`config.mk`:
```
export PLATFORM = sky130hd
export DESIGN_NAME = gelu_recip_div
export DESIGN_NICKNAME = d
export VERILOG_FILES = /design/src/design/gelu_pkg.sv /design/src/design/gelu_recip_div.sv
export SDC_FILE = /design/constraint.sdc
export NUM_CORES = 2
export LEC_CHECK = 0
export ABC_AREA = 1
export BUFFER_PORTS_ARGS = -buffer_cell sky130_fd_sc_hd__buf_2
export CORE_UTILIZATION = 50
export DETAILED_ROUTE_END_ITERATION = 12
export GPL_TIMING_DRIVEN = 0
export PLACE_DENSITY = 0.66
export SYNTH_ARGS = -nofsm -noshare
export SYNTH_HDL_FRONTEND = slang
export SYNTH_SLANG_ARGS = --single-unit
```
`constraint.sdc`:
```
create_clock -name clk -period 6.67 [get_ports clk]
set_clock_uncertainty 0.1 [all_clocks]
set_input_delay 0.667 -clock clk [delete_from_list [all_inputs] [get_ports clk]]
set_output_delay 0.667 -clock clk [all_outputs]
set_load 0.005 [all_outputs]
```
`src/design/gelu_pkg.sv`:
```
package gelu_pkg;

  localparam int DATA_WIDTH_DEF = 16;
  localparam int FRAC_BITS_DEF  = 12;

  // internal fixed-point formats
  localparam int QX = 24;
  localparam int QF = 30;

  localparam logic signed [31:0] K_C1      = 32'sd856722024;
  localparam logic signed [31:0] K_C2      = 32'sd48012366;
  localparam logic signed [31:0] K_LN2     = 32'sd744261118;
  localparam logic signed [31:0] K_INV_LN2 = 32'sd1549082005;
  localparam logic signed [31:0] Y_LIM     = 32'sd1476395008;  // 88 in Q24

  localparam int POLY_N = 6;
  localparam logic signed [32:0] K_P6 = 33'sd1491308;
  // constant added after each Horner step
  localparam logic signed [32:0] POLY_K [POLY_N] = '{
    33'sd8947849, 33'sd44739243, 33'sd178956971, 33'sd536870912,
    33'sd1073741824, 33'sd1073741824
  };

  // reciprocal 2^44 / q, restoring divider
  localparam int DIV_QUO_BITS   = 16;
  localparam int DIV_STEPS      = 2;
  localparam int DIV_STAGES     = DIV_QUO_BITS / DIV_STEPS;
  localparam int DIV_DEN_W      = 34;
  localparam int DIV_REM_W      = DIV_DEN_W + 1;
  localparam int DIV_NUM_LOG2   = 44;
  localparam logic [DIV_REM_W-1:0] DIV_REM_INIT =
    DIV_REM_W'(64'd1 << (DIV_NUM_LOG2 - DIV_QUO_BITS));

endpackage

```
`src/design/gelu_recip_div.sv`:
```
module gelu_recip_div (
  input  logic                                 clk,
  input  logic                                 en,
  input  logic [gelu_pkg::DIV_DEN_W-1:0]       den_in,
  output logic [gelu_pkg::DIV_DEN_W-1:0]       den_out,
  output logic [gelu_pkg::DIV_QUO_BITS-1:0]    quo_out
);

  localparam int NS = gelu_pkg::DIV_STAGES;
  localparam int DW = gelu_pkg::DIV_DEN_W;
  localparam int RW = gelu_pkg::DIV_REM_W;
  localparam int QB = gelu_pkg::DIV_QUO_BITS;

  logic [RW-1:0] rem      [NS];
  logic [QB-1:0] quo      [NS];
  logic [DW-1:0] den      [NS];
  logic [RW-1:0] rem_next [NS];
  logic [QB-1:0] quo_next [NS];

  always_comb begin
    logic [RW-1:0] r;
    logic [QB-1:0] qv;
    logic [DW-1:0] d;
    for (int j = 0; j < NS; j++) begin
      r  = (j == 0) ? gelu_pkg::DIV_REM_INIT : rem[(j == 0) ? 0 : j - 1];
      qv = (j == 0) ? '0 : quo[(j == 0) ? 0 : j - 1];
      d  = (j == 0) ? den_in : den[(j == 0) ? 0 : j - 1];
      for (int b = 0; b < gelu_pkg::DIV_STEPS; b++) begin
        r = r << 1;
        if (r >= {1'b0, d}) begin
          r  = r - {1'b0, d};
          qv = {qv[QB-2:0], 1'b1};
        end else begin
          qv = {qv[QB-2:0], 1'b0};
        end
      end
      rem_next[j] = r;
      quo_next[j] = qv;
    end
  end

  always_ff @(posedge clk) begin
    if (en) begin
      for (int j = 0; j < NS; j++) begin
        rem[j] <= rem_next[j];
        quo[j] <= quo_next[j];
        den[j] <= (j == 0) ? den_in : den[(j == 0) ? 0 : j - 1];
      end
    end
  end

  assign den_out = den[NS-1];
  assign quo_out = quo[NS-1];

endmodule

```
==> reports/results.tsv <==
metric	value	unit
status	finished, final reports clean	
grt_first_pass_wirelength	319000	um
worst_hold_slack	149	ps
layout_commonest_cell	nand2_1	
setup_viol	0	
hold_viol	0	
worst_path_largest_cell_delay	570	ps
grt_pass1_vias	53200	
yosysWarnings	0	
final_nets	9061	
area_delta_synth_final	8.38	%
yosysSeqAreaShare	30.6	%
drc	0	
critPathKind	reg2reg	
crit_top_cell	nand2_1	
yosys.area.top_type	edfxtp_1	
io_pins	86	
endpoint_kind	register	
placement.io_buffers	85	
synth_area_per_cell	6.83	um^2
synth_cell_type_count	55	
tightest_slew	735	ps
cts_buffers	70	
gp_congestion	1.07	
num-fill-cells	11300	
postCtsResizedCells	0	
cts_root_buf	clkbuf_16	
globalRouteTotalUtil	36.6	%
clkTransAtPathRegs	60	ps
dieArea	0.115	mm^2
hold_buffers	0	
netlist_area	0.0570	mm^2
initial_utilization	50.6	%
drt_iter0_markers	5395	
wl_per_cell	21.4	um
die-width	340	um
period_share	87.9	%
cts_tree	yes	
drive_gt1_share	6.73	%
cts_num_sinks	582	
critPathSlowestCell	edfxtp_1	
synthesis.instances	8352	
num_rows	123	
final_cell_mix	nand2_1, inv_1, nor2_1	
clk_latency	690	ps
overflow	0	
coreArea	0.113	mm^2
htreeDepth	3	
antenna_found_initial	1	
drt_wl_total	216000	um
die_y	340	um
critPathMaxFanout	10	
dr_total_vias	56200	
vias_per_cell	5.58	
synth_top_cell_area_share	30.6	%
cp.required	6930	ps
synth_area_leaders	edfxtp_1, nand2_1, ha_1, inv_1, nand3_1	
grt_max_degree	125	
rsz0062_at_grt	no	
hpwl	182000	um
multi_input_comb_area	0.0343	mm^2
arrival	6120	ps
postCtsSetupBuffers	0	
tns	0	ps
dr.pass1.iters	6	
final_util	54.8	%
slew-limit-headroom	50.5	%
clk_path_buf_depth	3	
hp-class	in2reg	
regArea	0.0175	mm^2
timing.fmax	171	MHz
slew_violations	0	
ant_nets	0	
finalCriticalPeriod	5860	ps
synth_seq_cells	582	
drv_cap	0	
start_kind	register	
## sequential cells by signal, summed over array words and instances, names as in the netlist
register / flops
den: 272
rem: 238
quo: 72
## critical path: cells and delay by family (launching register included)
kind	cells	cell delay, ps
flops	1	570
compound gates	3	540
buf+inv	4	900
simple gates	21	2700
fa+ha+maj	2	730
## kinds of logic (layout without fill, tap and decap cells)
logic type      count (synthesis)  in the layout  share of synthesized area (%)
simple gates                 4671           4671                           34.4
flops                         582            582                           30.6
fa+ha+maj                     510            510                           11.3
xor+xnor                      268            268                           4.12
other cells                     1              3                        0.00657
buf+inv                      1270           1487                           9.27
compound gates               1050           1050                           10.3
## worst paths after layout
path | cells past startpoint | to | from | slack, ps
max reg2reg | 30 | rem[4][7] | den[0][106] | 810
min | 1 | den[0][3] | den_in[3] | 150
max | 30 | rem[4][7] | den[0][106] | 810
min reg2reg | 0 | quo[1][40] | quo[1][22] | 300
## area by class of cell
cell class	count	area share (%)
Clock buffer	76	2.87
Tap cell	1500	3.04
Sequential cell	582	28.3
Clock inverter	51	0.891
Multi-Input combinational cell	6501	55.4
Buffer	155	1.79
Antenna cell	1	0.00405
Inverter	1115	6.77
Timing Repair Buffer	90	0.927
## through the flow
step,area [um^2],setup slack [ps],std cells
after detailed placement,59500,1070,9943
final,61800,808,10100
after global placement,59300,-4090,9938
after global routing,61800,613,10100
after floorplan,57000,2690,8353
after CTS,61800,1050,10100
## Yosys cell counts (all sizes together)
cell type and n:
xor2 163, o21a 16, nand2b 1, inv 1113, o31ai 1, ha 503
nor3b 8, fa 7, a211oi 7, nand4 94, and3 9, edfxtp 582
and2 13, o21ai 331, nand2 2896, xnor2 105, a21o 56, conb 1
a21oi 522, nand3b 45, nor2 760, nor4 25, clkinv 2, o221ai 2
a21bo 3, o211ai 6, buf 146, a21boi 11, clkbuf 9, nor3 84
o21bai 69, a31oi 24, nand3 654, or2 82, o22ai 1, a221oi 1
## per-layer routing
| layer | global-route usage [%] | share of wire, % |
|---|---|---|
| met1 | 43.6 | 39 |
| met2 | 62.4 | 47 |
| met3 | 3.80 | 5.8 |
| met4 | 24.2 | 7.7 |
| met5 | 0 | 0 |
Power is left out: the tool's default activity adds up to more than one toggle a clock period on the data nets, which glitch-free logic cannot reach.
